**config.mk**
```make
export PLATFORM = sky130hd
export DESIGN_NAME = detuned_tilted_saw_oscillator
export DESIGN_NICKNAME = d
export VERILOG_FILES = /design/src/sv/dts_pkg.sv /design/src/sv/dts_ramp.sv /design/src/sv/dts_mix.sv /design/src/sv/detuned_tilted_saw_oscillator.sv
export SDC_FILE = /design/constraint.sdc
export NUM_CORES = 2
export LEC_CHECK = 0
export BUFFER_PORTS_ARGS = -buffer_cell sky130_fd_sc_hd__clkbuf_2
export CAP_MARGIN = 30
export CORE_MARGIN = 5
export CORE_UTILIZATION = 45
export CTS_BUF_LIST = sky130_fd_sc_hd__clkbuf_2 sky130_fd_sc_hd__clkbuf_4 sky130_fd_sc_hd__clkbuf_8
export DETAILED_ROUTE_END_ITERATION = 8
export GPL_TIMING_DRIVEN = 0
export PLACE_DENSITY_LB_ADDON = 0.15
export SLEW_MARGIN = 20
export SYNTH_ARGS = -nofsm -noshare
export SYNTH_HDL_FRONTEND = slang
export SYNTH_HIERARCHICAL = 1
export SYNTH_SLANG_ARGS = --single-unit
export TNS_END_PERCENT = 50
```
**constraint.sdc**
```tcl
create_clock -name clk -period 9.3 [get_ports clk]
set_clock_uncertainty 0.1 [all_clocks]
set_input_delay 1.395 -clock clk [delete_from_list [all_inputs] [get_ports clk]]
set_output_delay 1.395 -clock clk [all_outputs]
set_load 0.02 [all_outputs]
```
**src/sv/dts_pkg.sv**
```systemverilog
// Shared types and constants for the detuned tilted sawtooth oscillator.
package dts_pkg;

  // Configuration register indexes.
  localparam logic [2:0] REG_BUZZ_MODE   = 3'd0;
  localparam logic [2:0] REG_DETUNE_MODE = 3'd1;
  localparam logic [2:0] REG_VOLUME      = 3'd2;
  localparam logic [2:0] REG_PHASE_STEP  = 3'd3;
  localparam logic [2:0] REG_DETUNE_STEP = 3'd4;

  // Detune mode that doubles the detuned phase.
  localparam logic [1:0] DETUNE_OCTAVE = 2'd2;

  // Ramp shape.
  localparam logic [15:0] TURN_BUZZ   = 16'hefff;
  localparam logic [15:0] TURN_NORMAL = 16'hdfff;
  localparam logic [14:0] RAMP_PEAK   = 15'h5ffc;
  localparam logic [15:0] RAMP_MID    = 16'h2ffe;

  // Rising ramp divides by 0xf000 = 4096*15 or 0xe000 = 8192*7.
  localparam logic [21:0] RECIP_15 = 22'd1118481; // floor(2^24 / 15)
  localparam logic [21:0] RECIP_7  = 22'd2396745; // floor(2^24 / 7)
  localparam int          RAMP_RECIP_SHIFT = 24;

  // Output scale divides by 3072 = 1024*3.
  localparam logic [18:0] RECIP_3 = 19'd349525;   // floor(2^20 / 3)
  localparam int          MIX_RECIP_SHIFT = 20;

  // Per-stage load enables of the sample pipeline.
  typedef struct packed {
    logic st1;
    logic st2;
    logic st3;
    logic st4;
    logic st5;
    logic st6;
  } stage_load_t;

endpackage

```
**src/sv/dts_ramp.sv**
```systemverilog
// Tilted sawtooth ramp for one voice: two register stages plus final correction.
module dts_ramp (
  input  logic                clk,
  input  dts_pkg::stage_load_t ld,
  input  logic                buzz,
  input  logic [15:0]         phase,
  output logic [14:0]         amp
);
  import dts_pkg::*;

  logic [15:0] turn;
  logic        rise_c;
  logic [15:0] mag_c;
  logic [30:0] prod1_c;

  logic        rise1;
  logic [30:0] prod1;

  logic [18:0] y_c;
  logic [21:0] recip_c;
  logic [40:0] prod2_c;

  logic        rise2;
  logic [18:0] y2;
  logic [40:0] prod2;

  logic [16:0] q0;
  logic [4:0]  divisor;
  logic [21:0] qd;
  logic [21:0] rem;
  logic [16:0] quot;

  // Pick the rising or falling side and scale by the ramp peak.
  always_comb begin
    turn    = buzz ? TURN_BUZZ : TURN_NORMAL;
    rise_c  = (phase <= turn);
    mag_c   = rise_c ? phase : ~phase;
    prod1_c = 31'(mag_c) * 31'(RAMP_PEAK);
  end

  always_ff @(posedge clk) begin
    if (ld.st1) begin
      rise1 <= rise_c;
      prod1 <= prod1_c;
    end
  end

  // Power-of-two part of the divisor, then the reciprocal product.
  always_comb begin
    y_c     = buzz ? prod1[30:12] : {1'b0, prod1[30:13]};
    recip_c = buzz ? RECIP_15 : RECIP_7;
    prod2_c = 41'(y_c) * 41'(recip_c);
  end

  always_ff @(posedge clk) begin
    if (ld.st2) begin
      rise2 <= rise1;
      y2    <= y_c;
      prod2 <= prod2_c;
    end
  end

  // The reciprocal quotient is exact or one low; a single compare fixes it.
  always_comb begin
    q0      = prod2[40:RAMP_RECIP_SHIFT];
    divisor = buzz ? 5'd15 : 5'd7;
    qd      = 22'(q0) * 22'(divisor);
    rem     = 22'(y2) - qd;
    quot    = (rem >= 22'(divisor)) ? q0 + 17'd1 : q0;
    amp     = rise2 ? quot[14:0] : y2[14:0];
  end

endmodule

```
**src/sv/dts_mix.sv**
```systemverilog
// Mixes the two ramps, applies the volume gain and divides by 3072.
module dts_mix (
  input  logic                clk,
  input  dts_pkg::stage_load_t ld,
  input  logic [11:0]         volume,
  input  logic [14:0]         amp_main,
  input  logic [14:0]         amp_det,
  output logic [15:0]         sample
);
  import dts_pkg::*;

  logic signed [15:0] dm_c;
  logic signed [15:0] dd_c;
  logic signed [15:0] half_c;
  logic signed [16:0] pregain;

  logic [13:0]        vol3;
  logic [12:0]        gain;
  logic signed [30:0] scaled;

  logic        neg_c;
  logic [30:0] mag_c;
  logic [20:0] y_c;
  logic        neg;
  logic [20:0] y5;
  logic [39:0] prod5;

  logic [19:0] q0;
  logic [21:0] rem;
  logic [19:0] quot;
  logic [15:0] res_c;

  // Center both ramps; the detuned one is halved, truncating toward zero.
  always_comb begin
    dm_c   = signed'({1'b0, amp_main}) - signed'(RAMP_MID);
    dd_c   = signed'({1'b0, amp_det}) - signed'(RAMP_MID);
    half_c = (dd_c + signed'(16'(dd_c[15]))) >>> 1;
  end

  always_ff @(posedge clk) begin
    if (ld.st3) begin
      pregain <= 17'(dm_c) + 17'(half_c);
    end
  end

  // Gain is volume*3/2, truncated.
  always_comb begin
    vol3 = 14'(volume) + {1'b0, volume, 1'b0};
    gain = vol3[13:1];
  end

  always_ff @(posedge clk) begin
    if (ld.st4) begin
      scaled <= 31'(pregain) * signed'({18'd0, gain});
    end
  end

  // Divide the magnitude by 1024 with a shift, then by 3 with a reciprocal.
  always_comb begin
    neg_c = scaled[30];
    mag_c = neg_c ? 31'(-scaled) : 31'(scaled);
    y_c   = mag_c[30:10];
  end

  always_ff @(posedge clk) begin
    if (ld.st5) begin
      neg   <= neg_c;
      y5    <= y_c;
      prod5 <= 40'(y_c) * 40'(RECIP_3);
    end
  end

  // Correct the quotient and restore the sign.
  always_comb begin
    q0    = prod5[39:MIX_RECIP_SHIFT];
    rem   = 22'(y5) - (22'(q0) + {1'b0, q0, 1'b0});
    quot  = (rem >= 22'd3) ? q0 + 20'd1 : q0;
    res_c = neg ? 16'(-quot) : quot[15:0];
  end

  always_ff @(posedge clk) begin
    if (ld.st6) begin
      sample <= res_c;
    end
  end

endmodule

```
**src/sv/detuned_tilted_saw_oscillator.sv**
```systemverilog
// Two-voice tilted sawtooth oscillator top level: config, phases, pipeline control.
// A sample passes through the phase registers, the ramp stages and the mix stages to the output.
// Throughput: one request per cycle while the output is not held off; seven pipeline stages, each with a valid bit,
// advance independently so bubbles close up while the output waits.
// The phase accumulators are single adders updated on each accepted request.
// Synchronous active-high reset clears configuration, phases and valid bits.
module detuned_tilted_saw_oscillator (
  input  logic        clk,
  input  logic        rst,
  input  logic        cfg_valid,
  output logic        cfg_ready,
  input  logic [2:0]  cfg_index,
  input  logic [16:0] cfg_data,
  input  logic        in_valid,
  output logic        in_ready,
  input  logic        chunk_start,
  output logic        out_valid,
  input  logic        out_ready,
  output logic [15:0] sample
);
  import dts_pkg::*;

  logic        buzz_mode;
  logic [1:0]  detune_mode;
  logic [11:0] volume;
  logic [15:0] phase_step;
  logic [16:0] detune_step;

  logic [15:0] main_phase;
  logic [16:0] detuned_phase;

  logic        accept;
  logic        align;
  logic [16:0] det_cur;
  logic [15:0] det_use;

  logic [15:0] main_ph0;
  logic [15:0] det_ph0;

  logic [6:0]  vld;
  logic [6:0]  load;
  stage_load_t ld;

  logic [14:0] amp_main;
  logic [14:0] amp_det;

  // Configuration writes are always taken.
  assign cfg_ready = 1'b1;

  always_ff @(posedge clk) begin
    if (rst) begin
      buzz_mode   <= 1'b0;
      detune_mode <= 2'd0;
      volume      <= 12'd0;
      phase_step  <= 16'd0;
      detune_step <= 17'd0;
    end else if (cfg_valid) begin
      case (cfg_index)
        REG_BUZZ_MODE:   buzz_mode   <= cfg_data[0];
        REG_DETUNE_MODE: detune_mode <= cfg_data[1:0];
        REG_VOLUME:      volume      <= cfg_data[11:0];
        REG_PHASE_STEP:  phase_step  <= cfg_data[15:0];
        REG_DETUNE_STEP: detune_step <= cfg_data;
        default: ;
      endcase
    end
  end

  // A stage loads when it is empty or the stage after it loads.
  always_comb begin
    load[6] = !vld[6] || out_ready;
    for (int i = 5; i >= 0; i--) begin
      load[i] = !vld[i] || load[i+1];
    end
    ld.st1 = load[1];
    ld.st2 = load[2];
    ld.st3 = load[3];
    ld.st4 = load[4];
    ld.st5 = load[5];
    ld.st6 = load[6];
  end

  assign in_ready  = load[0];
  assign accept    = in_valid && load[0];
  assign out_valid = vld[6];

  always_ff @(posedge clk) begin
    if (rst) begin
      vld <= '0;
    end else begin
      if (load[0]) begin
        vld[0] <= in_valid;
      end
      for (int i = 1; i < 7; i++) begin
        if (load[i]) begin
          vld[i] <= vld[i-1];
        end
      end
    end
  end

  // Realign the detuned phase at a chunk start when both steps match.
  always_comb begin
    align   = chunk_start && ({1'b0, phase_step} == detune_step);
    det_cur = align ? {1'b0, main_phase} : detuned_phase;
    det_use = (detune_mode == DETUNE_OCTAVE) ? {det_cur[14:0], 1'b0} : det_cur[15:0];
  end

  always_ff @(posedge clk) begin
    if (rst) begin
      main_phase    <= 16'd0;
      detuned_phase <= 17'd0;
    end else if (accept) begin
      main_phase    <= main_phase + phase_step;
      detuned_phase <= det_cur + detune_step;
    end
  end

  // Phases used for this sample.
  always_ff @(posedge clk) begin
    if (load[0]) begin
      main_ph0 <= main_phase;
      det_ph0  <= det_use;
    end
  end

  dts_ramp u_ramp_main (
    .clk   (clk),
    .ld    (ld),
    .buzz  (buzz_mode),
    .phase (main_ph0),
    .amp   (amp_main)
  );

  dts_ramp u_ramp_det (
    .clk   (clk),
    .ld    (ld),
    .buzz  (buzz_mode),
    .phase (det_ph0),
    .amp   (amp_det)
  );

  dts_mix u_mix (
    .clk      (clk),
    .ld       (ld),
    .volume   (volume),
    .amp_main (amp_main),
    .amp_det  (amp_det),
    .sample   (sample)
  );

endmodule

```
==> flow_metrics.py <==
metrics = {
    "floorplanning": {
        "dieArea_sq_mm": 0.142,
        "rows": 134,
        "design.core.area_sq_mm": 0.134,
        "num_io_pins": 45,
        "start_util": 0.453,
        "die_h_um": 377,
        "die_x_um": 377,
    },
    "logic_synthesis": {
        "synth_most_common_cell": "inv_1",
        "synthArstFlopShare": 0,
        "ys_ff_latch": 339,
        "yosysUniqueCellTypes": 114,
        "syn-instance-count": 6431,
        "synth.top_cell.area_share": 0.295,
        "synth_flop_cell": "edfxtp_1",
        "synth_area_leaders": "fa_1, ha_1, edfxtp_1",
        "syn_area_sq_mm": 0.0605,
        "seq_area_frac_synth": 0.154,
        "avgSynthCellArea_sq_um": 9.41,
        "yosys.area.top_type": "fa_1",
        "synth_edf_count": 252,
        "yosysWarningCount": 6,
        "synth_commonest_cells": "inv_1, fa_1, ha_1, nand2_1, a21oi_1",
    },
    "timing": {
        "max_slew_margin": 0.293,
        "hold_viol": 0,
        "min_period_ns": 9.46,
        "worst_slew_pin_slew_ns": 1.06,
        "setup_slack_ns": -0.156,
        "setup_viol": 3,
        "finalCritPeriodShare": 1.02,
        "rsz0062_at_grt": "yes",
        "fmax_mhz": 106,
        "drv_slew": 0,
    },
    "final_layout": {
        "nFillCells": 12718,
        "final_nets": 8481,
        "area_delta_synth_final_pct": 10.4,
        "stdcell_area_sq_mm": 0.0668,
        "instances_no_fill": 8565,
        "layout-drive-gt1-share": 0.0829,
    },
    "global_routing": {
        "grt_first_pass_wirelength_um": 250000,
        "grt_pass1_vias": 46011,
        "grt.total_usage": 0.223,
        "gr-total-overflow": 0,
        "antenna_found_initial": 10,
        "grt_max_degree": 56,
    },
    "setup_path": {
        "slowest_stage": "fa_1",
        "crit_start": "buzz_mode",
        "critPathKind": "flip-flop to flip-flop",
        "critPathLaunchType": "flip-flop",
        "critical_path_peak_fanout": 8,
        "r2r_setup_slack_ns": -0.16,
        "end_kind": "flip-flop",
        "worstRegToRegCells": 43,
        "critPathMostFrequentCell": "a21oi_1",
        "path_buf_inv": 7,
        "r2r-start": "buzz_mode",
        "critPathCapture": "u_mix/pregain[13]",
        "required_ns": 9.68,
        "path_depth": 43,
        "r2r-end": "u_mix/pregain[13]",
        "path_delay_family": "compound AO/OA/AOI/OAI gates",
        "max_stage_delay_ns": 0.53,
        "worst-endpoint-arrival_ns": 9.84,
    },
    "clock_tree": {
        "cts_buffers": 67,
        "clock-sinks": 339,
        "hold_buffers": 0,
        "clockRootBuffer": "clkbuf_8",
        "insertion_delay_ns": 0.76,
        "cts.clk_slew.worst_paths_ns": 0.06,
        "clockBufferDepth": 3,
        "htree_levels": 3,
        "cts_tree": "done",
    },
    "min_path": {
        "holdCritPathClass": "flip-flop to flip-flop",
    },
    "place": {
        "postPlaceCellArea_sq_mm": 0.0635,
        "port_buffers": 42,
        "dp_slack_ns": -2.79,
        "dp_hpwl_um": 134000,
        "gp_congestion": 0.908,
        "dp.cells": 8343,
    },
    "status": {
        "violations": "setup timing",
        "outcome": "finished with violations",
    },
    "routing": {
        "routed_wl_um": 157000,
        "drtAntennaViolNets": 0,
        "wl_per_cell_um": 18.3,
        "via_per_inst": 5.16,
        "drt_first_iter_violations": 2456,
        "first_pass_iters": 6,
        "vias": 44198,
        "drcViolationCount": 0,
    },
    "job": {
        "maxCapViolCount": 0,
    },
}
-- flip-flops by register name, indices dropped and copies added, names as in the netlist, 19 cells and up --
name               cells
u_ramp_main/y2        19
u_ramp_det/y2         19
u_ramp_det/prod1      19
u_mix/scaled          31
u_ramp_main/prod1     19
u_mix/y5              21
u_mix/prod5           20
-- cell type report --
type	count	area [sq um]	area share
buffer	159	797	0.0119
antenna	8	20.0	0.000300
multi-input combinational	4595	46600	0.697
inverter	1417	5330	0.0797
clock buffer	81	1030	0.0155
clock inverter	40	362	0.00541
tap	1768	2210	0.0331
sequential	339	9310	0.139
timing repair buffer	158	1160	0.0174
-- through the flow --
step | TNS [ns] | util | hold slack [ns]
floorplan | 0 | - | 0.300
global placement | -38.10 | 0.474 | 0.303
detailed placement | -36.51 | 0.475 | 0.318
CTS | 0 | 0.492 | 0.311
global route | -2.31 | 0.500 | 0.342
finish | -0.280 | 0.500 | 0.321
-- placed cells by master, fill, tap and decap left out, types with 49 or more instances in the layout --
master,Yosys,routed
xor2_1,123,119
edfxtp_1,252,252
nor2_1,247,240
dfxtp_1,87,86
xnor2_1,252,243
o21ai_0,124,113
nor3_1,66,61
clkbuf_8,0,69
inv_1,1416,1410
fa_1,892,888
a21oi_1,280,261
nand2b_1,58,56
nand4_1,58,58
clkbuf_2,1,49
buf_4,10,111
conb_1,5,93
nor2b_1,53,52
and2_1,108,106
a21o_1,111,110
nand2_1,610,603
ha_1,826,808
clkbuf_1,129,110
nand3_1,87,81
-- worst register-to-register path, delay by kind of cell (launching register included) --
kind,cells,cell delay (ns)
xor gates and xnor gates,3,0.53
buffers and inverters,7,1.12
and+or+nand+nor,6,0.81
adders and majority gates,6,2.33
muxes,1,0.31
DFF,1,0.40
AOI/OAI and AO/OA,20,3.61
-- timing repair --
item	4_1_cts	5_1_grt
gates cloned	0	1
buffers inserted	50	48
pin swaps	51	87
endpoints found under the setup margin	39	24
resized for setup	129	130
-- worst min-delay path by stage --
stage	from	to	depth (start not counted)
after floorplan	u_ramp_det/rise1	u_ramp_det/rise2	0
after global placement	u_ramp_det/rise1	u_ramp_det/rise2	0
after detailed placement	u_ramp_det/rise1	u_ramp_det/rise2	0
after CTS	vld[2]	vld[3]	2
after global routing	vld[2]	vld[3]	2
final	vld[2]	vld[3]	2
-- layer usage --
layer | global-route usage | up-vias | routed length (um)
li1 | - | 21328 | -
met1 | 0.297 | 21830 | 69700
met2 | 0.379 | 814 | 75600
met3 | 0.0334 | 220 | 6730
met4 | 0.0657 | 6 | 4820
met5 | 0 | - | 40
-- kinds of logic after synthesis --
group                    after synthesis  synth area share
AO/OA/AOI/OAI                        876            0.0968
adder cells (fa/ha/maj)             1718             0.466
buffers and inverters               1585             0.100
AND/OR/NAND/NOR                     1469             0.117
other                                  5          0.000310
XOR/XNOR                             375            0.0543
multiplexers                          64            0.0115
flip-flops                           339             0.154
Power is left out: the tool's default activity adds up to more than one toggle a clock period on the data nets, which glitch-free logic cannot reach.
